File: src/hdl/lpcr_pkg.sv
// Shared types and constants for the length-prefixed chunk receiver.
`default_nettype none

package lpcr_pkg;

    // Data bytes between two sync characters, and the width of the chunk counter.
    localparam int CHUNK_BYTES = 16;
    localparam int CHUNK_W     = (CHUNK_BYTES > 1) ? $clog2(CHUNK_BYTES) : 1;

    // Configuration port geometry and register indexes.
    localparam int CFG_INDEX_W = 4;
    localparam int CFG_DATA_W  = 16;
    localparam logic [CFG_INDEX_W-1:0] REG_CAPACITY  = CFG_INDEX_W'(0);
    localparam logic [CFG_INDEX_W-1:0] REG_WORD_MODE = CFG_INDEX_W'(1);

    // Register reset values and the sync character.
    localparam logic [15:0] CAPACITY_RESET  = 16'd4096;
    localparam logic        WORD_MODE_RESET = 1'b1;
    localparam logic [7:0]  SYNC_BYTE       = 8'h41;

    // Most results that one received byte can cause.
    localparam int MAX_RESULTS = 3;

    // Result kinds.
    typedef enum logic [1:0] {
        KIND_TX    = 2'd0,
        KIND_STORE = 2'd1,
        KIND_DONE  = 2'd2
    } kind_t;

    // Receiver phases.
    typedef enum logic [1:0] {
        PH_HDR_HI  = 2'd0,
        PH_HDR_LO  = 2'd1,
        PH_RX_BYTE = 2'd2,
        PH_RX_WORD = 2'd3
    } phase_t;

    // One result word.
    typedef struct packed {
        kind_t       kind;
        logic [7:0]  tx_byte;
        logic [15:0] store_index;
        logic [15:0] store_value;
        logic [15:0] element_count;
        logic        accepted;
        logic        last;
    } result_t;

    // All results caused by one received byte, in order, with their count.
    typedef struct packed {
        result_t [MAX_RESULTS-1:0] res;
        logic [1:0]                count;
    } batch_t;

endpackage

`default_nettype wire

File: src/hdl/length_prefixed_chunk_receiver.sv
// Top level of the length-prefixed chunk receiver: input register and buffer wiring.
//
// Usage: received link bytes enter on rx_byte with in_valid/in_ready. Each frame is a
// big-endian 16-bit byte count followed by its data bytes. Every byte may cause up to
// three result words on the output channel (out_valid/out_ready): transmit bytes for
// the header echo, NACK zeros and the sync 'A', stores of data elements, and a done
// word at frame end. The last field marks the final word caused by one input byte.
// Registers capacity (index 0) and word_mode (index 1) are written through the
// cfg_valid/cfg_ready channel, which is always ready; write only while idle.
// A byte is accepted into the input register, and its results are loaded from there
// into the result buffer register, from which the first result is presented.
// The block takes one byte per cycle while each byte gives at most one result and
// out_ready is high; otherwise the single output port draining the per-byte result
// buffer sets the rate, and a byte with several results holds back the next one.
// Reset clears the frame state, so the next byte is taken as a header high byte, and
// restores capacity 4096 and word mode. When the receiver stalls, the current word
// holds, one further byte waits in the input register and in_ready then drops.
`default_nettype none

module length_prefixed_chunk_receiver (
    input  wire                             clk,
    input  wire                             rst_n,
    input  wire                             cfg_valid,
    output logic                            cfg_ready,
    input  wire [lpcr_pkg::CFG_INDEX_W-1:0] cfg_index,
    input  wire [lpcr_pkg::CFG_DATA_W-1:0]  cfg_data,
    input  wire                             in_valid,
    output logic                            in_ready,
    input  wire [7:0]                       rx_byte,
    output logic                            out_valid,
    input  wire                             out_ready,
    output logic [1:0]                      kind,
    output logic [7:0]                      tx_byte,
    output logic [15:0]                     store_index,
    output logic [15:0]                     store_value,
    output logic [15:0]                     element_count,
    output logic                            accepted,
    output logic                            last
);
    import lpcr_pkg::*;

    logic       in_valid_reg;
    logic [7:0] in_byte_reg;
    logic       buf_free;
    logic       step;
    batch_t     batch;
    result_t    cur;

    // The input word moves on when the result buffer can take its results.
    assign cfg_ready = 1'b1;
    assign step      = in_valid_reg && buf_free;
    assign in_ready  = !in_valid_reg || step;

    always_ff @(posedge clk or negedge rst_n)
    begin
        if (!rst_n)
        begin
            in_valid_reg <= 1'b0;
        end
        else if (in_ready)
        begin
            in_valid_reg <= in_valid;
        end
    end

    always_ff @(posedge clk)
    begin
        if (in_ready && in_valid)
        begin
            in_byte_reg <= rx_byte;
        end
    end

    // Frame sequencing.
    lpcr_frame_ctrl u_ctrl (
        .clk       (clk),
        .rst_n     (rst_n),
        .cfg_valid (cfg_valid),
        .cfg_index (cfg_index),
        .cfg_data  (cfg_data),
        .step      (step),
        .byte_in   (in_byte_reg),
        .batch     (batch)
    );

    // Result buffering and output.
    lpcr_result_buf u_buf (
        .clk       (clk),
        .rst_n     (rst_n),
        .load      (step),
        .batch_in  (batch),
        .free      (buf_free),
        .out_valid (out_valid),
        .out_ready (out_ready),
        .cur       (cur)
    );

    assign kind          = cur.kind;
    assign tx_byte       = cur.tx_byte;
    assign store_index   = cur.store_index;
    assign store_value   = cur.store_value;
    assign element_count = cur.element_count;
    assign accepted      = cur.accepted;
    assign last          = cur.last;

endmodule

`default_nettype wire

File: src/hdl/lpcr_frame_ctrl.sv
// Frame sequencer: configuration registers, frame state and result generation per byte.
`default_nettype none

module lpcr_frame_ctrl (
    input  wire                           clk,
    input  wire                           rst_n,
    input  wire                           cfg_valid,
    input  wire [lpcr_pkg::CFG_INDEX_W-1:0] cfg_index,
    input  wire [lpcr_pkg::CFG_DATA_W-1:0]  cfg_data,
    input  wire                           step,
    input  wire [7:0]                     byte_in,
    output lpcr_pkg::batch_t              batch
);
    import lpcr_pkg::*;

    phase_t             phase_reg, phase_next;
    logic [7:0]         header_high_reg, header_high_next;
    logic [15:0]        expected_reg, expected_next;
    logic [15:0]        received_reg, received_next;
    logic [7:0]         held_reg, held_next;
    logic [CHUNK_W-1:0] chunk_reg, chunk_next;
    logic [15:0]        capacity_reg;
    logic               word_mode_reg;

    logic [15:0]        nbytes;
    logic [15:0]        hdr_elems;
    logic               hdr_fits;
    logic               words;
    logic [16:0]        pos_inc;
    logic               final_byte;
    logic [CHUNK_W:0]   chunk_inc;
    logic               chunk_full;

    // Element count of a byte count: halved and rounded up in word mode.
    function automatic logic [15:0] elements_of(input logic [15:0] n, input logic w);
        return w ? ({1'b0, n[15:1]} + {15'b0, n[0]}) : n;
    endfunction

    function automatic result_t tx_res(input logic [7:0] b);
        result_t r;
        r = '0;
        r.kind    = KIND_TX;
        r.tx_byte = b;
        return r;
    endfunction

    function automatic result_t store_res(input logic [15:0] idx, input logic [15:0] val);
        result_t r;
        r = '0;
        r.kind        = KIND_STORE;
        r.store_index = idx;
        r.store_value = val;
        return r;
    endfunction

    function automatic result_t done_res(input logic [15:0] cnt, input logic acc);
        result_t r;
        r = '0;
        r.kind          = KIND_DONE;
        r.element_count = cnt;
        r.accepted      = acc;
        return r;
    endfunction

    // Header decode and data position tests.
    assign nbytes     = {header_high_reg, byte_in};
    assign hdr_elems  = elements_of(nbytes, word_mode_reg);
    assign hdr_fits   = (hdr_elems <= capacity_reg);
    assign words      = (phase_reg == PH_RX_WORD);
    assign pos_inc    = {1'b0, received_reg} + 17'd1;
    assign final_byte = (pos_inc >= {1'b0, expected_reg});
    assign chunk_inc  = {1'b0, chunk_reg} + {{CHUNK_W{1'b0}}, 1'b1};
    assign chunk_full = (chunk_inc >= (CHUNK_W + 1)'(CHUNK_BYTES));

    // Configuration registers; writes to unknown indexes are ignored.
    always_ff @(posedge clk or negedge rst_n)
    begin
        if (!rst_n)
        begin
            capacity_reg  <= CAPACITY_RESET;
            word_mode_reg <= WORD_MODE_RESET;
        end
        else if (cfg_valid)
        begin
            if (cfg_index == REG_CAPACITY)
            begin
                capacity_reg <= cfg_data[15:0];
            end
            else if (cfg_index == REG_WORD_MODE)
            begin
                word_mode_reg <= cfg_data[0];
            end
        end
    end

    // Frame state registers.
    always_ff @(posedge clk or negedge rst_n)
    begin
        if (!rst_n)
        begin
            phase_reg       <= PH_HDR_HI;
            header_high_reg <= 8'd0;
            expected_reg    <= 16'd0;
            received_reg    <= 16'd0;
            held_reg        <= 8'd0;
            chunk_reg       <= '0;
        end
        else
        begin
            phase_reg       <= phase_next;
            header_high_reg <= header_high_next;
            expected_reg    <= expected_next;
            received_reg    <= received_next;
            held_reg        <= held_next;
            chunk_reg       <= chunk_next;
        end
    end

    // Next phase.
    always_comb
    begin
        phase_next = phase_reg;
        if (step)
        begin
            case (phase_reg)
                PH_HDR_HI:
                begin
                    phase_next = PH_HDR_LO;
                end
                PH_HDR_LO:
                begin
                    if (hdr_fits && (nbytes != 16'd0))
                    begin
                        phase_next = word_mode_reg ? PH_RX_WORD : PH_RX_BYTE;
                    end
                    else
                    begin
                        phase_next = PH_HDR_HI;
                    end
                end
                PH_RX_BYTE, PH_RX_WORD:
                begin
                    if (final_byte)
                    begin
                        phase_next = PH_HDR_HI;
                    end
                end
                default:
                begin
                    phase_next = PH_HDR_HI;
                end
            endcase
        end
    end

    // Results of the current byte and the datapath state updates.
    always_comb
    begin
        logic [1:0] n;
        n                = 2'd0;
        batch            = '0;
        header_high_next = header_high_reg;
        expected_next    = expected_reg;
        received_next    = received_reg;
        held_next        = held_reg;
        chunk_next       = chunk_reg;
        if (step)
        begin
            case (phase_reg)
                PH_HDR_HI:
                begin
                    header_high_next = byte_in;
                end
                PH_HDR_LO:
                begin
                    if (hdr_fits)
                    begin
                        // Echo the header as the acknowledge.
                        batch.res[0] = tx_res(header_high_reg);
                        batch.res[1] = tx_res(byte_in);
                        if (nbytes == 16'd0)
                        begin
                            batch.res[2] = done_res(16'd0, 1'b1);
                            n = 2'd3;
                        end
                        else
                        begin
                            n             = 2'd2;
                            expected_next = nbytes;
                            received_next = 16'd0;
                            chunk_next    = '0;
                            held_next     = 8'd0;
                        end
                    end
                    else
                    begin
                        // Refuse with two zero bytes and an empty done.
                        batch.res[0] = tx_res(8'd0);
                        batch.res[1] = tx_res(8'd0);
                        batch.res[2] = done_res(16'd0, 1'b0);
                        n = 2'd3;
                    end
                end
                PH_RX_BYTE, PH_RX_WORD:
                begin
                    // Store of the byte, of a completed pair, or of an unpaired final byte.
                    if (!words)
                    begin
                        batch.res[n] = store_res(received_reg, {8'd0, byte_in});
                        n = n + 2'd1;
                    end
                    else if (!received_reg[0])
                    begin
                        if (final_byte)
                        begin
                            batch.res[n] = store_res({1'b0, received_reg[15:1]},
                                                     {8'd0, byte_in});
                            n = n + 2'd1;
                        end
                        else
                        begin
                            held_next = byte_in;
                        end
                    end
                    else
                    begin
                        batch.res[n] = store_res({1'b0, received_reg[15:1]},
                                                 {held_reg, byte_in});
                        n = n + 2'd1;
                    end
                    received_next = pos_inc[15:0];
                    chunk_next    = chunk_inc[CHUNK_W-1:0];
                    // Sync character at the end of a chunk or of the frame.
                    if (chunk_full || final_byte)
                    begin
                        batch.res[n] = tx_res(SYNC_BYTE);
                        n = n + 2'd1;
                        chunk_next = '0;
                    end
                    if (final_byte)
                    begin
                        batch.res[n] = done_res(elements_of(expected_reg, words), 1'b1);
                        n = n + 2'd1;
                    end
                end
                default:
                begin
                    n = 2'd0;
                end
            endcase
            if (n != 2'd0)
            begin
                batch.res[n - 2'd1].last = 1'b1;
            end
        end
        batch.count = n;
    end

endmodule

`default_nettype wire

File: src/hdl/lpcr_result_buf.sv
// Result buffer: holds one byte's results and hands them out one word at a time.
`default_nettype none

module lpcr_result_buf (
    input  wire               clk,
    input  wire               rst_n,
    input  wire               load,
    input  lpcr_pkg::batch_t  batch_in,
    output logic              free,
    output logic              out_valid,
    input  wire               out_ready,
    output lpcr_pkg::result_t cur
);
    import lpcr_pkg::*;

    batch_t     batch_reg;
    logic [1:0] rem_reg, rem_next;
    logic [1:0] pos_reg, pos_next;
    logic       pop;

    // Output word and handshake; the buffer frees up as its last word leaves.
    assign cur       = batch_reg.res[pos_reg];
    assign out_valid = (rem_reg != 2'd0);
    assign pop       = out_valid && out_ready;
    assign free      = (rem_reg == 2'd0) || ((rem_reg == 2'd1) && pop);

    // Read position and remaining count.
    always_comb
    begin
        rem_next = rem_reg;
        pos_next = pos_reg;
        if (load)
        begin
            rem_next = batch_in.count;
            pos_next = 2'd0;
        end
        else if (pop)
        begin
            rem_next = rem_reg - 2'd1;
            pos_next = pos_reg + 2'd1;
        end
    end

    always_ff @(posedge clk or negedge rst_n)
    begin
        if (!rst_n)
        begin
            rem_reg <= 2'd0;
            pos_reg <= 2'd0;
        end
        else
        begin
            rem_reg <= rem_next;
            pos_reg <= pos_next;
        end
    end

    // Result payload needs no reset.
    always_ff @(posedge clk)
    begin
        if (load)
        begin
            batch_reg <= batch_in;
        end
    end

    // The read position never runs past the batch.
    a_pos_in_batch: assert property (@(posedge clk) disable iff (!rst_n)
        ({1'b0, pos_reg} + {1'b0, rem_reg}) <= 3'd3)
        else $error("result buffer read position ran past the batch");

    // A loaded batch always marks its final word.
    a_batch_last: assert property (@(posedge clk) disable iff (!rst_n)
        (load && (batch_in.count != 2'd0)) |-> batch_in.res[batch_in.count - 2'd1].last)
        else $error("loaded batch lacks a last mark");

    // The last mark shows exactly on the final word of a batch.
    a_last_on_final: assert property (@(posedge clk) disable iff (!rst_n)
        out_valid |-> (cur.last == (rem_reg == 2'd1)))
        else $error("last mark out of step with remaining count");

    // A waiting word is neither lost nor replaced by a new load.
    a_no_overwrite: assert property (@(posedge clk) disable iff (!rst_n)
        load |-> free)
        else $error("batch loaded over undelivered words");

endmodule

`default_nettype wire

File: config.mk
export PLATFORM = sky130hd
export DESIGN_NAME = length_prefixed_chunk_receiver
export DESIGN_NICKNAME = d
export VERILOG_FILES = /design/src/hdl/lpcr_pkg.sv /design/src/hdl/length_prefixed_chunk_receiver.sv /design/src/hdl/lpcr_frame_ctrl.sv /design/src/hdl/lpcr_result_buf.sv
export SDC_FILE = /design/constraint.sdc
export NUM_CORES = 1
export LEC_CHECK = 0
export BUFFER_PORTS_ARGS = -buffer_cell sky130_fd_sc_hd__buf_4
export CAP_MARGIN = 20
export CELL_PAD_IN_SITES_DETAIL_PLACEMENT = 0
export CELL_PAD_IN_SITES_GLOBAL_PLACEMENT = 2
export CORE_ASPECT_RATIO = 0.75
export CORE_UTILIZATION = 45
export DETAILED_ROUTE_END_ITERATION = 10
export PLACE_DENSITY = 0.92
export SLEW_MARGIN = 20
export SYNTH_ARGS = -nofsm -noshare
export SYNTH_HDL_FRONTEND = slang
export SYNTH_HIERARCHICAL = 1
export SYNTH_SLANG_ARGS = --single-unit
File: constraint.sdc
create_clock -name clk -period 10.52 [get_ports clk]
set_clock_uncertainty 0.1 [all_clocks]
set_input_delay 1.578 -clock clk [delete_from_list [all_inputs] [get_ports clk]]
set_output_delay 1.578 -clock clk [all_outputs]
set_load 0.03 [all_outputs]
---- Word level (Yosys, flattened, before mapping) ----
Index checks and enable logic that the tools add are counted.
storage, ports and cells
  input bits .............................. 33
  register bits after elaboration ......... 264
cells by class
  $add $sub $neg .......................... 9
  bitwise operators ....................... 5
  reduce and logical (&&, ||, !) cells .... 29
  equal/unequal tests ..................... 11
  order comparisons ....................... 10
  muxes and demuxes ....................... 60
operators by type and width
  cell                                                                           number
  180-bit two-way mux                                                            7
  60-bit two-way mux                                                             7
  180-bit bitwise mux                                                            2
  60-bit demux with 2-bit select                                                 3
  180-bit one-hot mux with 2 select lines                                        1
  58-bit by 174-bit bitwise AND with 174-bit output                              1
  174-bit NOT                                                                    1
  60-bit binary-select mux with 2-bit select                                     1
  59-bit two-way mux                                                             2
  16-bit two-way mux                                                             4
  8-bit two-way mux                                                              5
  15-bit by 1-bit adder with 16-bit output                                       2
  16-bit one-hot mux with 2 select lines                                         1
  2-bit two-way mux                                                              14
  16-bit by 1-bit adder with 17-bit output (second input constant)               1
  17-bit by 16-bit >= comparator with 1-bit output                               1
  16-bit <= comparator                                                           1
  16-bit zero test                                                               1
  8-bit one-hot mux with 2 select lines                                          1
  16-bit nonzero test                                                            1
  2-bit by 3-bit less-than comparator with 1-bit output (second input constant)  4
  4-bit two-way mux                                                              3
  1-bit logical AND                                                              8
  4-bit one-hot mux with 2 select lines                                          1
  other kinds (25)                                                               51

---- Longest topological paths before layout ----
  word-level depth ........................ 22
  mapped depth ............................ 21
  mapped depth without buffers ............ 20

---- Modules after synthesis ----
Netlist, hierarchy kept.
modules (own cells, without submodules)
  module                          area an instance (um^2)  cells an instance  times used
  lpcr_result_buf                 7,018.0                  405                1
  lpcr_frame_ctrl                 6,452.4                  810                1
  length_prefixed_chunk_receiver  311.5                    15                 1

---- Least setup slack after synthesis ----
No wires, ideal clock.
  path type ............................... input -> register
  start point ............................. input port out_ready
  end point ............................... register u_ctrl.expected_reg[3]
  setup slack ............................. 2.529 ns
  stages .................................. 8
  required time ........................... 10.299 ns
  library setup time ...................... 0.121 ns
  arrival time ............................ 7.770 ns
  cell sequence ........................... nand2_1 -> nand2_1 -> and2_1 -> nand2_1 -> or3_1 -> buf_6 -> buf_6 -> a22o_1
between the ends
  word-level cells in the longest chain between the ends .. 5
ends and longest elaborated chain
  what                           RTL line                              source
  start: declaration             length_prefixed_chunk_receiver.sv:31  input wire out_ready,
  1-bit logical AND              lpcr_result_buf.sv:24                 assign pop = out_valid && out_ready;
  1-bit logical AND              lpcr_result_buf.sv:25                 assign free = (rem_reg == 2'd0) || ((rem_reg == 2'd1) && pop);
  1-bit logical OR               lpcr_result_buf.sv:25
  named net buf_free             length_prefixed_chunk_receiver.sv:44  logic buf_free;
  1-bit logical AND              length_prefixed_chunk_receiver.sv:51  assign step = in_valid_reg && buf_free;
  named net step                 length_prefixed_chunk_receiver.sv:45  logic step;
  4-bit AND reduction (no line)  -
  end signal: assignment         lpcr_frame_ctrl.sv:112                expected_reg <= expected_next;
  end: declaration               lpcr_frame_ctrl.sv:18                 logic [15:0] expected_reg, expected_next;
The timed path passes the listed nets, and every way through them passes these cells.
A chain may end at the register's enable or synchronous reset.

==> report_table.html <==
<table>
<tr><th>Metric</th><th>Value</th></tr>
<tr><th colspan="2">Status</th></tr>
<tr><td>Result of the run</td><td>completed</td></tr>
<tr><th colspan="2">Global routing</th></tr>
<tr><td>Initial antenna violation count</td><td>0</td></tr>
<tr><td>Via count of the first global-routing pass</td><td>8536</td></tr>
<tr><td>First-pass GRT wire length</td><td>48.67 mm</td></tr>
<tr><td>Pin count of the biggest net entering global routing</td><td>77</td></tr>
<tr><td>All-Layer GR Usage</td><td>19.74%</td></tr>
<tr><td>Remaining global-route overflow</td><td>0</td></tr>
<tr><th colspan="2">Drt</th></tr>
<tr><td>Final routed wirelength across all metal layers</td><td>30.75 mm</td></tr>
<tr><td>Iter 0 DRT Violations</td><td>725</td></tr>
<tr><td>Routed wire per std cell</td><td>18.05 um</td></tr>
<tr><td>Drt via density</td><td>5.247</td></tr>
<tr><td>DRT Pass-1 Iters</td><td>5</td></tr>
<tr><td>Number of design rule violations left after detail routing</td><td>0</td></tr>
<tr><td>Antenna-violating nets left</td><td>0</td></tr>
<tr><td>Via total after detailed routing</td><td>8936</td></tr>
<tr><th colspan="2">Setup path</th></tr>
<tr><td>Endpoint of the lowest-slack register-to-register path</td><td>u_buf/batch_reg[27]$_DFFE_PP_</td></tr>
<tr><td>Type of the setup path with the least slack</td><td>flip-flop to flip-flop</td></tr>
<tr><td>Critical path data required time</td><td>10.72 ns</td></tr>
<tr><td>Critical path launch point type</td><td>flip-flop</td></tr>
<tr><td>Launching element of the worst setup path</td><td>u_ctrl/received_reg[0]$_DFFE_PN0P_</td></tr>
<tr><td>Crit-path max FO</td><td>18</td></tr>
<tr><td>Nature of the critical path endpoint</td><td>flip-flop</td></tr>
<tr><td>Number of cell instances on the worst register-to-register path</td><td>14</td></tr>
<tr><td>Data arrival time of the worst path</td><td>5.63 ns</td></tr>
<tr><td>Worst-case register-to-register setup slack</td><td>5.08 ns</td></tr>
<tr><td>Capture point of the worst path</td><td>u_buf/batch_reg[27]$_DFFE_PP_</td></tr>
<tr><td>Start of the worst register-to-register path</td><td>u_ctrl/received_reg[0]$_DFFE_PN0P_</td></tr>
<tr><th colspan="2">CTS</th></tr>
<tr><td>Clk Latency, worst-skew pair</td><td>0.54 ns</td></tr>
<tr><td>CTS Buf Count</td><td>27</td></tr>
<tr><td>Clock slew at reported path FFs</td><td>0.06 ns</td></tr>
<tr><td>Post-CTS setup repair buffer count</td><td>0</td></tr>
<tr><td>Post-cts repair resize count</td><td>0</td></tr>
<tr><td>CTS Root Cell</td><td>clkbuf_16</td></tr>
<tr><td>CTS Buffer Depth</td><td>3</td></tr>
<tr><td>Number of H-tree levels</td><td>1</td></tr>
<tr><td>Number of buffers inserted by hold repair at cts</td><td>0</td></tr>
<tr><td>CTS Sinks</td><td>264</td></tr>
<tr><td>TritonCTS clock tree</td><td>done</td></tr>
<tr><th colspan="2">Worst hold path</th></tr>
<tr><td>Source of the worst hold timing path</td><td>u_ctrl/held_reg[2]$_DFFE_PN0P_</td></tr>
<tr><td>Hold Path Class</td><td>flip-flop to flip-flop</td></tr>
<tr><th colspan="2">Power and ir drop</th></tr>
<tr><td>Power Total</td><td>0.004749 W</td></tr>
<tr><td>Fraction of power consumed by the clock network</td><td>19.2%</td></tr>
<tr><td>Power density cells</td><td>313.7 nW/um^2</td></tr>
<tr><td>Switching pwr</td><td>0.001982 W</td></tr>
<tr><td>Leak</td><td>6.014 nW</td></tr>
<tr><td>Worst IR drop on VDD</td><td>0.0001067 V</td></tr>
<tr><td>Sequential fraction of design power</td><td>38.7%</td></tr>
<tr><td>Logic gate share of total power</td><td>42.0%</td></tr>
<tr><td>Internal Dissipation</td><td>0.002766 W</td></tr>
<tr><td>Sw Share</td><td>41.75%</td></tr>
<tr><th colspan="2">Timing</th></tr>
<tr><td>Hold violation total from the final report</td><td>0</td></tr>
<tr><td>Aggregate negative setup slack</td><td>0 ns</td></tr>
<tr><td>Maximum operating frequency</td><td>183.9 MHz</td></tr>
<tr><td>Final WS setup</td><td>5.083 ns</td></tr>
<tr><td>Total of endpoints with negative setup slack in the final report</td><td>0</td></tr>
<tr><td>Slew of the pin with the lowest slew margin</td><td>0.9481 ns</td></tr>
<tr><td>Min Clock Period, post-route</td><td>5.437 ns</td></tr>
<tr><td>Relative slew margins</td><td>36.79%</td></tr>
<tr><td>Setup repair after global routing missed its margin</td><td>false</td></tr>
<tr><td>Final period utilization</td><td>51.68%</td></tr>
<tr><td>Final Max Tran Viols</td><td>0</td></tr>
<tr><th colspan="2">Logic synthesis</th></tr>
<tr><td>Distinct cell type count of the synthesized netlist</td><td>82</td></tr>
<tr><td>Post-synthesis average cell area</td><td>11.20 um^2</td></tr>
<tr><td>Portion of the post-synthesis area used by sequential elements</td><td>54.78%</td></tr>
<tr><td>Leading post-synthesis cells by cell area</td><td>edfxtp_1 (41%), dfrtp_1 (13%), mux2i_1 (4.9%), nand2_1 (4.3%), buf_4 (4.2%)</td></tr>
<tr><td>Share of flip-flops with an asynchronous set or reset after synthesis</td><td>28.79%</td></tr>
<tr><td>Number of warnings issued by yosys</td><td>6</td></tr>
<tr><td>Flop and latch count out of synthesis</td><td>264</td></tr>
<tr><td>Biggest area consumer among synthesized cells</td><td>edfxtp_1</td></tr>
<tr><td>Number of synthesized flops with an enable pin</td><td>188</td></tr>
<tr><td>Number of standard cells after synthesis</td><td>1230</td></tr>
<tr><td>Commonest register cell after synthesis</td><td>edfxtp_1</td></tr>
<tr><td>Post-synth top area share</td><td>40.96%</td></tr>
<tr><td>Netlist area before placement</td><td>13780 um^2</td></tr>
<tr><th colspan="2">Final layout</th></tr>
<tr><td>Number of flip-flops under the largest register name</td><td>180</td></tr>
<tr><td>Most common cell after layout, fill and taps aside</td><td>edfxtp_1</td></tr>
<tr><td>Filler instances</td><td>2696</td></tr>
<tr><td>Share of layout cells above drive strength 1</td><td>14.80%</td></tr>
<tr><td>Storage element area</td><td>7555 um^2</td></tr>
<tr><td>Syn-to-layout area delta</td><td>9.841%</td></tr>
<tr><td>Final std cells w/o fill</td><td>1703</td></tr>
<tr><td>Number of diodes added for antenna fixing</td><td>0</td></tr>
<tr><td>Area of the multi-input gates</td><td>5269 um^2</td></tr>
<tr><td>Most used cells in the layout excluding fill and tap cells</td><td>edfxtp_1 (188), nand2_1 (159), buf_4 (102), o21ai_0 (90)</td></tr>
<tr><td>Number of nets in the layout</td><td>1360</td></tr>
<tr><th colspan="2">Flow run</th></tr>
<tr><td>Count of maximum capacitance violations</td><td>0</td></tr>
<tr><th colspan="2">Floorplanning</th></tr>
<tr><td>FP Rows</td><td>55</td></tr>
<tr><td>Width of the chip</td><td>204.1 um</td></tr>
<tr><td>Core footprint</td><td>30140 um^2</td></tr>
<tr><td>Die footprint</td><td>31340 um^2</td></tr>
<tr><td>Num ports</td><td>96</td></tr>
<tr><td>Effective utilization at floorplan</td><td>45.72%</td></tr>
<tr><td>Height of the die</td><td>153.6 um</td></tr>
<tr><th colspan="2">Placement</th></tr>
<tr><td>Global placer's final weighted congestion</td><td>0.8622</td></tr>
<tr><td>Count of input and output buffers</td><td>94</td></tr>
<tr><td>Setup slack at placement</td><td>5.186 ns</td></tr>
<tr><td>Detailed placer's ending HPWL</td><td>20.85 mm</td></tr>
<tr><td>Cells after DPL</td><td>1653</td></tr>
</table>
[metal layers]
metal	part of all wire [%]	global-route usage (%)
met5	0	0
met4	1.5	3.873
met3	5.7	3.116
met2	44	29.01
met1	49	30.73
[logic make-up (layout without fill, tap and decap cells)]
logic type,count (synthesis),after routing,synth area share [%]
AOI/OAI and AO/OA,246,246,11.34
xor gates and xnor gates,24,24,1.525
adders and majority gates,44,44,3.995
buffers and inverters,199,200,9.078
DFF,264,264,54.78
muxes,80,80,5.974
other,2,75,0.05449
and+or+nand+nor,371,371,13.25
[cell type report]
class                           instances  area share [%]
Clock inverter                         10          0.4463
Sequential cell                       264           49.90
Multi-Input combinational cell        840           34.80
Timing Repair Buffer                  103           5.133
Inverter                               47           1.165
Clock buffer                           40           5.248
Tap cell                              399           3.298
[power groups by stage]
stage	Clock, W	Sequential [W]	Combinational [W]
final	0.000914	0.00184	0.00200
after global routing	0.000975	0.00188	0.00218
after detailed placement	0	0.00186	0.00200
after floorplan	0	0.00176	0.00152
after global placement	0	0.00184	0.00198
after CTS	0.000936	0.00184	0.00201
[worst min-delay path by stage]
stage / to / slack (ns) / cells past startpoint
final: u_ctrl/held_reg[2]$_DFFE_PN0P_ / 0.38 / 1
after detailed placement: u_ctrl/held_reg[2]$_DFFE_PN0P_ / 0.38 / 1
after global routing: u_ctrl/held_reg[5]$_DFFE_PN0P_ / 0.42 / 1
after global placement: u_ctrl/held_reg[7]$_DFFE_PN0P_ / 0.37 / 1
after CTS: u_ctrl/held_reg[2]$_DFFE_PN0P_ / 0.39 / 1
after floorplan: u_ctrl/held_reg[0]$_DFFE_PN0P_ / 0.36 / 1
[worst max-delay path, stage by stage, from the launching register on]
cell and delay, ns:
dfrtp_1 0.50, ha_1 0.29, nand3_4 0.15, nor3_4 0.27, nand4_1 0.15, xnor2_1 0.21, ha_1 0.29, a21o_1 0.18
a221oi_2 0.49, o211ai_1 0.50, a31oi_1 0.55, ha_1 0.37, a211o_1 0.75, inv_2 0.17, and2_1 0.22
[Yosys cell counts, types with 14 or more instances]
cell	number
and2_1	29
buf_4	78
dfrtp_1	74
o21ai_0	90
edfxtp_1	188
xnor2_1	16
nand3_1	16
nor2_1	75
and3_1	16
a21oi_1	48
inv_1	45
ha_1	44
nand4_1	14
mux2i_1	68
o21ai_1	16
a21o_1	16
clkbuf_1	43
nand2_1	159
[metrics by stage]
step / util [%] / hold slack (ns) / cell area (um^2)
2_1_floorplan: - / 0.3577 / 14060
3_3_place_gp: 47.34 / 0.3729 / 14270
3_5_place_dp: 47.35 / 0.3788 / 14270
4_1_cts: 50.21 / 0.3916 / 15130
5_1_grt: 50.22 / 0.4205 / 15140
6_report: 50.22 / 0.3828 / 15140
No activity file was read; power rests on OpenSTA's default activity.
